File: config.mk
export PLATFORM = sky130hd
export DESIGN_NAME = touch_coordinate_calibrate_smooth_unit
export DESIGN_NICKNAME = d
export VERILOG_FILES = /design/src/rtl/tcs_pkg.sv /design/src/rtl/tcs_lane.sv /design/src/rtl/touch_coordinate_calibrate_smooth_unit.sv
export SDC_FILE = /design/constraint.sdc
export NUM_CORES = 2
export LEC_CHECK = 0
export BUFFER_PORTS_ARGS = -buffer_cell sky130_fd_sc_hd__buf_2
export CORE_MARGIN = 2
export CORE_UTILIZATION = 39
export CTS_CLUSTER_SIZE = 10
export DETAILED_ROUTE_END_ITERATION = 6
export PLACE_DENSITY = 0.6
export SLEW_MARGIN = 20
export SYNTH_ARGS = -nofsm -noshare
export SYNTH_HDL_FRONTEND = slang
export SYNTH_SLANG_ARGS = --single-unit
File: constraint.sdc
create_clock -name clk -period 11.1 [get_ports clk]
set_input_delay 0.555 -clock clk [delete_from_list [all_inputs] [get_ports clk]]
set_output_delay 0.555 -clock clk [all_outputs]
set_load 0.005 [all_outputs]
File: src/rtl/tcs_pkg.sv
// ----------------------------------------------------------------------------
// tcs_pkg: shared constants and types for the touch calibrate and smooth unit
// Field widths, register indexes, register reset values, lane status word.
// ----------------------------------------------------------------------------
package tcs_pkg;

  localparam int RAW_W      = 12;
  localparam int RES_W      = 12;
  localparam int POS_W      = 12;
  localparam int CFG_DATA_W = 12;
  localparam int CFG_IDX_W  = 3;
  localparam int PROD_W     = RAW_W + RES_W;
  localparam int COORD_BITS_DEF = 12;

  // register indexes
  localparam logic [CFG_IDX_W-1:0] REG_ENABLE     = 3'd0;
  localparam logic [CFG_IDX_W-1:0] REG_ROTATE     = 3'd1;
  localparam logic [CFG_IDX_W-1:0] REG_CAL_X_MIN  = 3'd2;
  localparam logic [CFG_IDX_W-1:0] REG_CAL_X_MAX  = 3'd3;
  localparam logic [CFG_IDX_W-1:0] REG_CAL_Y_MIN  = 3'd4;
  localparam logic [CFG_IDX_W-1:0] REG_CAL_Y_MAX  = 3'd5;
  localparam logic [CFG_IDX_W-1:0] REG_SCREEN_W   = 3'd6;
  localparam logic [CFG_IDX_W-1:0] REG_SCREEN_H   = 3'd7;

  // register reset values
  localparam logic             RST_ENABLE    = 1'b1;
  localparam logic             RST_ROTATE    = 1'b1;
  localparam logic [RAW_W-1:0] RST_CAL_MIN   = 12'd200;
  localparam logic [RAW_W-1:0] RST_CAL_MAX   = 12'd3900;
  localparam logic [RES_W-1:0] RST_SCREEN_W  = 12'd320;
  localparam logic [RES_W-1:0] RST_SCREEN_H  = 12'd240;

  typedef struct packed {
    logic             done;
    logic [POS_W-1:0] coord;
  } tcs_lane_status_t;

endpackage

File: src/rtl/tcs_lane.sv
// ----------------------------------------------------------------------------
// tcs_lane: one axis of the calibration map
// Multiplies the window offset by the resolution, divides by the window span
// one quotient bit per cycle, restores the sign, offsets and clamps.
// ----------------------------------------------------------------------------
module tcs_lane
  import tcs_pkg::*;
(
  input  logic             clk,
  input  logic             rst_n,
  input  logic             start,
  input  logic [RAW_W-1:0] raw,
  input  logic [RAW_W-1:0] lo,
  input  logic [RAW_W-1:0] hi,
  input  logic [RES_W-1:0] res,
  output tcs_lane_status_t status
);

  localparam int CNT_W = $clog2(PROD_W);
  localparam int M_W   = PROD_W + 2;
  localparam logic [CNT_W-1:0] CNT_LAST = CNT_W'(PROD_W - 1);

  logic                busy_r, busy_nxt;
  logic                fin_r, fin_nxt;
  logic                done_r, done_nxt;
  logic [CNT_W-1:0]    cnt_r, cnt_nxt;
  logic [PROD_W-1:0]   dq_r;
  logic [RAW_W-1:0]    rem_r;
  logic [RAW_W-1:0]    dvs_r;
  logic                neg_r;
  logic                zero_r;
  logic [RES_W-1:0]    res_r;
  logic [POS_W-1:0]    coord_r;

  logic [RAW_W:0]      diff;
  logic [RAW_W:0]      span;
  logic [RAW_W:0]      diff_abs;
  logic [RAW_W:0]      span_abs;
  logic [PROD_W-1:0]   prod;
  logic [RAW_W:0]      trial;
  logic [RAW_W:0]      trial_sub;
  logic                trial_ge;
  logic [M_W-1:0]      res_s;
  logic [M_W-1:0]      quo_s;
  logic [M_W-1:0]      m_val;
  logic [POS_W-1:0]    coord_nxt;

  always_comb begin
    diff     = {1'b0, raw} - {1'b0, lo};
    span     = {1'b0, hi} - {1'b0, lo};
    diff_abs = diff[RAW_W] ? (~diff + 1'b1) : diff;
    span_abs = span[RAW_W] ? (~span + 1'b1) : span;
    prod     = PROD_W'(diff_abs[RAW_W-1:0]) * PROD_W'(res);
  end

  // restoring divide step
  always_comb begin
    trial     = {rem_r, dq_r[PROD_W-1]};
    trial_sub = trial - {1'b0, dvs_r};
    trial_ge  = (trial >= {1'b0, dvs_r});
  end

  // sign, offset by resolution, clamp to 0..res-1
  always_comb begin
    res_s = M_W'(res_r);
    quo_s = M_W'(dq_r);
    m_val = neg_r ? (res_s - quo_s) : (res_s + quo_s);
    if (zero_r) begin
      coord_nxt = '0;
    end else if (m_val[M_W-1]) begin
      coord_nxt = '0;
    end else if (m_val >= res_s) begin
      coord_nxt = res_r - 1'b1;
    end else begin
      coord_nxt = m_val[POS_W-1:0];
    end
  end

  always_comb begin
    busy_nxt = busy_r;
    fin_nxt  = 1'b0;
    done_nxt = 1'b0;
    cnt_nxt  = cnt_r;
    if (start) begin
      busy_nxt = 1'b1;
      cnt_nxt  = '0;
    end else if (busy_r) begin
      cnt_nxt = cnt_r + 1'b1;
      if (cnt_r == CNT_LAST) begin
        busy_nxt = 1'b0;
        fin_nxt  = 1'b1;
      end
    end
    if (fin_r) begin
      done_nxt = 1'b1;
    end
  end

  always_ff @(posedge clk) begin
    if (!rst_n) begin
      busy_r <= 1'b0;
      fin_r  <= 1'b0;
      done_r <= 1'b0;
      cnt_r  <= '0;
    end else begin
      busy_r <= busy_nxt;
      fin_r  <= fin_nxt;
      done_r <= done_nxt;
      cnt_r  <= cnt_nxt;
    end
  end

  always_ff @(posedge clk) begin
    if (start) begin
      dq_r   <= prod;
      rem_r  <= '0;
      dvs_r  <= span_abs[RAW_W-1:0];
      // quotient is negative when offset is positive, flipped by a reversed window
      neg_r  <= ~diff[RAW_W] ^ span[RAW_W];
      zero_r <= (span == '0) || (res == '0);
      res_r  <= res;
    end else if (busy_r) begin
      dq_r  <= {dq_r[PROD_W-2:0], trial_ge};
      rem_r <= trial_ge ? trial_sub[RAW_W-1:0] : trial[RAW_W-1:0];
    end
    if (fin_r) begin
      coord_r <= coord_nxt;
    end
  end

  assign status.done  = done_r;
  assign status.coord = coord_r;

endmodule

File: src/rtl/touch_coordinate_calibrate_smooth_unit.sv
// ----------------------------------------------------------------------------
// touch_coordinate_calibrate_smooth_unit: touch calibration with smoothing
// Maps raw X and Y through their calibration windows in two parallel lanes,
// then mirrors Y if asked and runs the 3/4 old plus 1/4 new low-pass filter.
// ----------------------------------------------------------------------------
// a pressed, enabled word passes the start, divide and merge states; the divide
//   phase is set by the 24-step bit-serial divider in each lane
// released or disabled words bypass the lanes and go straight to merge; no new
//   word is taken until the current one has left the merge state
// a finished result waits in the output register while the next word is taken
// reset (synchronous, rst_n low): registers to defaults, filter empty, idle
module touch_coordinate_calibrate_smooth_unit
  import tcs_pkg::*;
#(
  parameter int COORD_BITS = COORD_BITS_DEF
) (
  input  logic                  clk,
  input  logic                  rst_n,
  input  logic                  in_valid,
  output logic                  in_ready,
  input  logic                  in_pressed,
  input  logic [RAW_W-1:0]      in_raw_x,
  input  logic [RAW_W-1:0]      in_raw_y,
  output logic                  out_valid,
  input  logic                  out_ready,
  output logic                  out_touch_valid,
  output logic [POS_W-1:0]      out_pos_x,
  output logic [POS_W-1:0]      out_pos_y,
  input  logic                  cfg_we,
  input  logic [CFG_IDX_W-1:0]  cfg_index,
  input  logic [CFG_DATA_W-1:0] cfg_wdata
);

  localparam int WIDE_W = (COORD_BITS > POS_W) ? COORD_BITS : POS_W;
  localparam int SUM_W  = WIDE_W + 2;

  localparam logic [1:0] S_IDLE  = 2'd0;
  localparam logic [1:0] S_START = 2'd1;
  localparam logic [1:0] S_DIV   = 2'd2;
  localparam logic [1:0] S_MERGE = 2'd3;

  logic [1:0]            state_r, state_nxt;

  logic                  cfg_enable_r;
  logic                  cfg_rotate_r;
  logic [RAW_W-1:0]      cfg_x_min_r, cfg_x_max_r, cfg_y_min_r, cfg_y_max_r;
  logic [RES_W-1:0]      cfg_width_r, cfg_height_r;

  logic [RAW_W-1:0]      raw_x_r, raw_y_r;
  logic                  pressed_r;
  logic                  en_r;

  logic [COORD_BITS-1:0] smooth_x_r, smooth_x_nxt;
  logic [COORD_BITS-1:0] smooth_y_r, smooth_y_nxt;
  logic                  primed_r, primed_nxt;

  logic                  out_valid_r;
  logic                  out_tv_r;
  logic [POS_W-1:0]      out_x_r, out_y_r;

  tcs_lane_status_t      lane_x_st, lane_y_st;

  logic                  accept;
  logic                  out_free;
  logic                  merge_fire;
  logic                  lane_start;
  logic [POS_W-1:0]      y_rot;
  logic [SUM_W-1:0]      sum_x, sum_y;
  logic [WIDE_W-1:0]     seed_x_w, seed_y_w;
  logic [WIDE_W-1:0]     filt_x_w, filt_y_w;
  logic [WIDE_W-1:0]     pos_x_w, pos_y_w;

  assign accept     = in_valid && in_ready;
  assign out_free   = !out_valid_r || out_ready;
  assign merge_fire = (state_r == S_MERGE) && out_free;
  assign lane_start = (state_r == S_START);
  assign in_ready   = (state_r == S_IDLE);

  tcs_lane u_lane_x (
    .clk    (clk),
    .rst_n  (rst_n),
    .start  (lane_start),
    .raw    (raw_x_r),
    .lo     (cfg_x_min_r),
    .hi     (cfg_x_max_r),
    .res    (cfg_width_r),
    .status (lane_x_st)
  );

  tcs_lane u_lane_y (
    .clk    (clk),
    .rst_n  (rst_n),
    .start  (lane_start),
    .raw    (raw_y_r),
    .lo     (cfg_y_min_r),
    .hi     (cfg_y_max_r),
    .res    (cfg_height_r),
    .status (lane_y_st)
  );

  // merge: mirror Y, then filter
  always_comb begin
    if (cfg_rotate_r) begin
      y_rot = (cfg_height_r == '0) ? '0 : (cfg_height_r - 1'b1 - lane_y_st.coord);
    end else begin
      y_rot = lane_y_st.coord;
    end
    seed_x_w = WIDE_W'(lane_x_st.coord);
    seed_y_w = WIDE_W'(y_rot);
    sum_x    = (SUM_W'(smooth_x_r) << 1) + SUM_W'(smooth_x_r) + SUM_W'(seed_x_w);
    sum_y    = (SUM_W'(smooth_y_r) << 1) + SUM_W'(smooth_y_r) + SUM_W'(seed_y_w);
    filt_x_w = sum_x[SUM_W-1:2];
    filt_y_w = sum_y[SUM_W-1:2];
  end

  always_comb begin
    smooth_x_nxt = smooth_x_r;
    smooth_y_nxt = smooth_y_r;
    primed_nxt   = primed_r;
    if (merge_fire && en_r) begin
      if (!pressed_r) begin
        smooth_x_nxt = '0;
        smooth_y_nxt = '0;
        primed_nxt   = 1'b0;
      end else if (!primed_r) begin
        smooth_x_nxt = seed_x_w[COORD_BITS-1:0];
        smooth_y_nxt = seed_y_w[COORD_BITS-1:0];
        primed_nxt   = 1'b1;
      end else begin
        smooth_x_nxt = filt_x_w[COORD_BITS-1:0];
        smooth_y_nxt = filt_y_w[COORD_BITS-1:0];
      end
    end
    pos_x_w = WIDE_W'(smooth_x_nxt);
    pos_y_w = WIDE_W'(smooth_y_nxt);
  end

  always_comb begin
    state_nxt = state_r;
    case (state_r)
      S_IDLE: begin
        if (accept) begin
          state_nxt = (cfg_enable_r && in_pressed) ? S_START : S_MERGE;
        end
      end
      S_START: begin
        state_nxt = S_DIV;
      end
      S_DIV: begin
        if (lane_x_st.done && lane_y_st.done) begin
          state_nxt = S_MERGE;
        end
      end
      S_MERGE: begin
        if (out_free) begin
          state_nxt = S_IDLE;
        end
      end
      default: begin
        state_nxt = S_IDLE;
      end
    endcase
  end

  always_ff @(posedge clk) begin
    if (!rst_n) begin
      state_r      <= S_IDLE;
      cfg_enable_r <= RST_ENABLE;
      cfg_rotate_r <= RST_ROTATE;
      cfg_x_min_r  <= RST_CAL_MIN;
      cfg_x_max_r  <= RST_CAL_MAX;
      cfg_y_min_r  <= RST_CAL_MIN;
      cfg_y_max_r  <= RST_CAL_MAX;
      cfg_width_r  <= RST_SCREEN_W;
      cfg_height_r <= RST_SCREEN_H;
      smooth_x_r   <= '0;
      smooth_y_r   <= '0;
      primed_r     <= 1'b0;
      out_valid_r  <= 1'b0;
    end else begin
      state_r    <= state_nxt;
      smooth_x_r <= smooth_x_nxt;
      smooth_y_r <= smooth_y_nxt;
      primed_r   <= primed_nxt;
      if (cfg_we) begin
        case (cfg_index)
          REG_ENABLE:    cfg_enable_r <= cfg_wdata[0];
          REG_ROTATE:    cfg_rotate_r <= cfg_wdata[0];
          REG_CAL_X_MIN: cfg_x_min_r  <= cfg_wdata[RAW_W-1:0];
          REG_CAL_X_MAX: cfg_x_max_r  <= cfg_wdata[RAW_W-1:0];
          REG_CAL_Y_MIN: cfg_y_min_r  <= cfg_wdata[RAW_W-1:0];
          REG_CAL_Y_MAX: cfg_y_max_r  <= cfg_wdata[RAW_W-1:0];
          REG_SCREEN_W:  cfg_width_r  <= cfg_wdata[RES_W-1:0];
          REG_SCREEN_H:  cfg_height_r <= cfg_wdata[RES_W-1:0];
          default: begin
          end
        endcase
      end
      if (merge_fire) begin
        out_valid_r <= 1'b1;
      end else if (out_ready) begin
        out_valid_r <= 1'b0;
      end
    end
  end

  always_ff @(posedge clk) begin
    if (accept) begin
      raw_x_r   <= in_raw_x;
      raw_y_r   <= in_raw_y;
      pressed_r <= in_pressed;
      en_r      <= cfg_enable_r;
    end
    if (merge_fire) begin
      if (en_r && pressed_r) begin
        out_tv_r <= 1'b1;
        out_x_r  <= pos_x_w[POS_W-1:0];
        out_y_r  <= pos_y_w[POS_W-1:0];
      end else begin
        out_tv_r <= 1'b0;
        out_x_r  <= '0;
        out_y_r  <= '0;
      end
    end
  end

  assign out_valid       = out_valid_r;
  assign out_touch_valid = out_tv_r;
  assign out_pos_x       = out_x_r;
  assign out_pos_y       = out_y_r;

  // both lanes run in lock step
  a_lanes_aligned: assert property (@(posedge clk) disable iff (!rst_n)
    lane_x_st.done == lane_y_st.done)
    else $error("lane finish pulses out of step");

  // lanes only report while the sequencer waits on them
  a_done_in_div: assert property (@(posedge clk) disable iff (!rst_n)
    lane_x_st.done |-> state_r == S_DIV)
    else $error("lane finished outside the divide phase");

  // a no-touch result carries zero coordinates
  a_invalid_zero: assert property (@(posedge clk) disable iff (!rst_n)
    out_valid && !out_touch_valid |-> out_pos_x == '0 && out_pos_y == '0)
    else $error("no-touch result with non-zero position");

  // one word at a time
  a_one_in_flight: assert property (@(posedge clk) disable iff (!rst_n)
    in_valid && in_ready |=> !in_ready)
    else $error("second word taken while one is in flight");

  // a released word on an enabled unit empties the filter
  a_release_clears: assert property (@(posedge clk) disable iff (!rst_n)
    merge_fire && en_r && !pressed_r |=> !primed_r && smooth_x_r == '0)
    else $error("filter not cleared on release");

endmodule

==> run summary <==
YS warnings: 0
Worst-Skew Late Latency: 0.57 ns
RSZ-0062 raised after global routing: no
Setup crit start: raw_y_r[0]$_DFFE_PP_
H-tree depth: 2
Largest regs: u_lane_x.dq_r: 24 flops, u_lane_y.dq_r: 24 flops
Initial Util: 39.28%
Number of global-route vias before repair: 23580
Global-route wire length before repair: 126100 um
Sequential element share of the synthesized area: 25.63%
P&R area growth vs syn: 8.635%
TritonCTS Buffers: 41
Grt total ovfl: 0
CP max stage cell: xnor2_1
Max-Cap Viols: 0
Number of flops mapped to enable cells by yosys: 175
#FFs+latches synth: 317
Reg2reg end: u_lane_y.dq_r[23]$_DFFE_PP_
Root Buffer Master: clkbuf_16
Vias/cell: 5.237
Max-slew headroom: 25.53%
Footprint of the multi-input gates: 21320 um2
GPL Wtd Cong: 0.8904
Chip Height: 288.6 um
CTS Buffer Depth: 3
Max stage delay on crit path: 0.82 ns
CP endpoint kind: register
Critical path fanouts, max: 12
Main area contributors after synthesis: edfxtp_1, fa_1, ha_1
Final HPWL DP: 58360 um
Status: finished clean
Mapped Avg Cell Area: 8.826 um2
Clock-pin slew on the worst setup and hold paths: 0.06 ns
Worst reg2reg startpoint: raw_y_r[0]$_DFFE_PP_
# DRC: 0
Crit path to: u_lane_y.dq_r[23]$_DFFE_PP_
Top cell type's share of synthesized area: 16.64%
Final Setup Violations: 0
FP Rows: 104
CTS tree: yes
Least-Margin Pin Slew: 1.110 ns
DR vias: 24500
Placed Area: 33040 um2
Number of antenna diodes: 0
WP data required: 11.43 ns
Gr usage total: 18.68%
Die Span X: 288.6 um
Post-CTS sizing: 0
Setup repair bufs after CTS: 0
Antenna violations before repair: 0
Syn Inst Count: 3579
DRT antenna net count: 0
Setup TNS Final: 0 ns
Final hold viol count: 0
Area leader, netlist: edfxtp_1
Port Buf Inserts: 71
Fill cells: 8016
DR WL/cell: 16.43 um
Final hold slack: 0.1703 ns
Clk_skew: 0.02502 ns
Most frequent cell after synthesis: inv_1
Post-Route Utilization: 42.67%
Fraction of layout cells with a size suffix above 1: 6.411%
Critical path type: reg -> reg
Crit share post-route: 87.72%
Core ar.: 80420 um2
Total Routed Length: 76860 um
# clock sinks: 317
Min-delay src: in_raw_y[5]
HP Class: in -> reg
Netlist Area Pre-Place: 31590 um2
R2R setup slack: 1.36 ns
Storage element area: 8098 um2
Fin crit period: 9.737 ns
Final Max Tran Viols: 0
Reg2Reg Depth: 33
Design area: 34320 um2
Most used cell along the critical path: fa_1
Iteration-0 DRC Markers: 1645
Fmax: 102.7 MHz
Critical Path AT: 10.06 ns
Largest net degree at the start of global routing: 86
Die area: 83290 um2
CP Launch Type: register
Syn Nets: 4172
Ports: 72
Synth unique cells: 87
Most instantiated cells after synthesis: inv_1, nand2_1, ha_1
Router iterations before antenna repair: 5
Nets: 4180
Hold buffers post-CTS: 0
Top_reg_cell synth: edfxtp_1
Post-synth ARST share: 0%
==> worst max-delay path, delay by kind of cell (launching register included) <==
family          cells  cell delay [ns]
mux                 1             0.26
fa+ha+maj           8             3.36
flops               1             0.35
compound gates     14             3.97
xor+xnor            2             0.90
buf+inv             5             0.27
simple gates        3             0.38
==> metrics by stage <==
stage,setup slack (ns),cells
after global routing,0.5464,4679
after global placement,1.505,4604
after floorplan,2.259,3579
after detailed placement,1.336,4604
after CTS,1.287,4679
final,1.363,4679
==> how the worst min path moves through the flow <==
stage	to	depth (start not counted)
after CTS	raw_y_r[4]$_DFFE_PP_	1
after global routing	raw_y_r[5]$_DFFE_PP_	1
final	raw_y_r[5]$_DFFE_PP_	1
after detailed placement	cfg_y_min_r[4]$_SDFFE_PN0P_	2
after global placement	cfg_y_min_r[5]$_SDFFE_PN0P_	2
after floorplan	en_r$_DFFE_PP_	0
==> placed cells by master, fill, tap and decap left out, types with 47 or more instances in the layout <==
| master | netlist | layout |
|---|---|---|
| ha_1 | 313 | 312 |
| dfxtp_1 | 142 | 142 |
| and2_1 | 139 | 138 |
| nor2b_1 | 69 | 69 |
| o21ai_0 | 130 | 129 |
| edfxtp_1 | 175 | 175 |
| a211oi_1 | 64 | 64 |
| nand2_1 | 395 | 395 |
| a21o_1 | 47 | 47 |
| a21oi_1 | 164 | 164 |
| xnor2_1 | 143 | 142 |
| nor3_1 | 76 | 76 |
| inv_1 | 438 | 438 |
| nand3_1 | 69 | 69 |
| fa_1 | 235 | 235 |
| xor2_1 | 52 | 52 |
| nor2_1 | 264 | 264 |
| buf_2 | 1 | 71 |
==> kinds of logic after synthesis <==
| logic type | count (synthesis) | share of synthesized area [%] |
|---|---|---|
| multiplexers | 67 | 2.218 |
| AND/OR/NAND/NOR | 1199 | 18.16 |
| XOR/XNOR | 195 | 5.407 |
| flip-flops | 317 | 25.63 |
| adder cells (fa/ha/maj) | 548 | 27.29 |
| AO/OA/AOI/OAI | 667 | 14.27 |
| buffers and inverters | 586 | 7.015 |
==> area by class of cell <==
type	count	area share, %
Multi-Input combinational cell	2676	62.12
Sequential cell	317	23.60
Inverter	440	4.813
Tap cell	1060	3.865
Clock buffer	68	3.559
Timing Repair Buffer	111	1.911
Clock inverter	7	0.1385
==> metal layers <==
metal  share of wire [%]  up-vias  wire length, um  global-route usage (%)
met1                  50    11670            38480                   27.82
met2                  43      562            32770                   28.56
met4                 1.8        0             1416                   4.162
met5                   0        -                0                       0
li1                    -    12190                -                       -
met3                 5.5       86             4196                   2.725
Power is not shown: default switching activity piles up to over one toggle a cycle in this logic, so the estimate is an artifact.
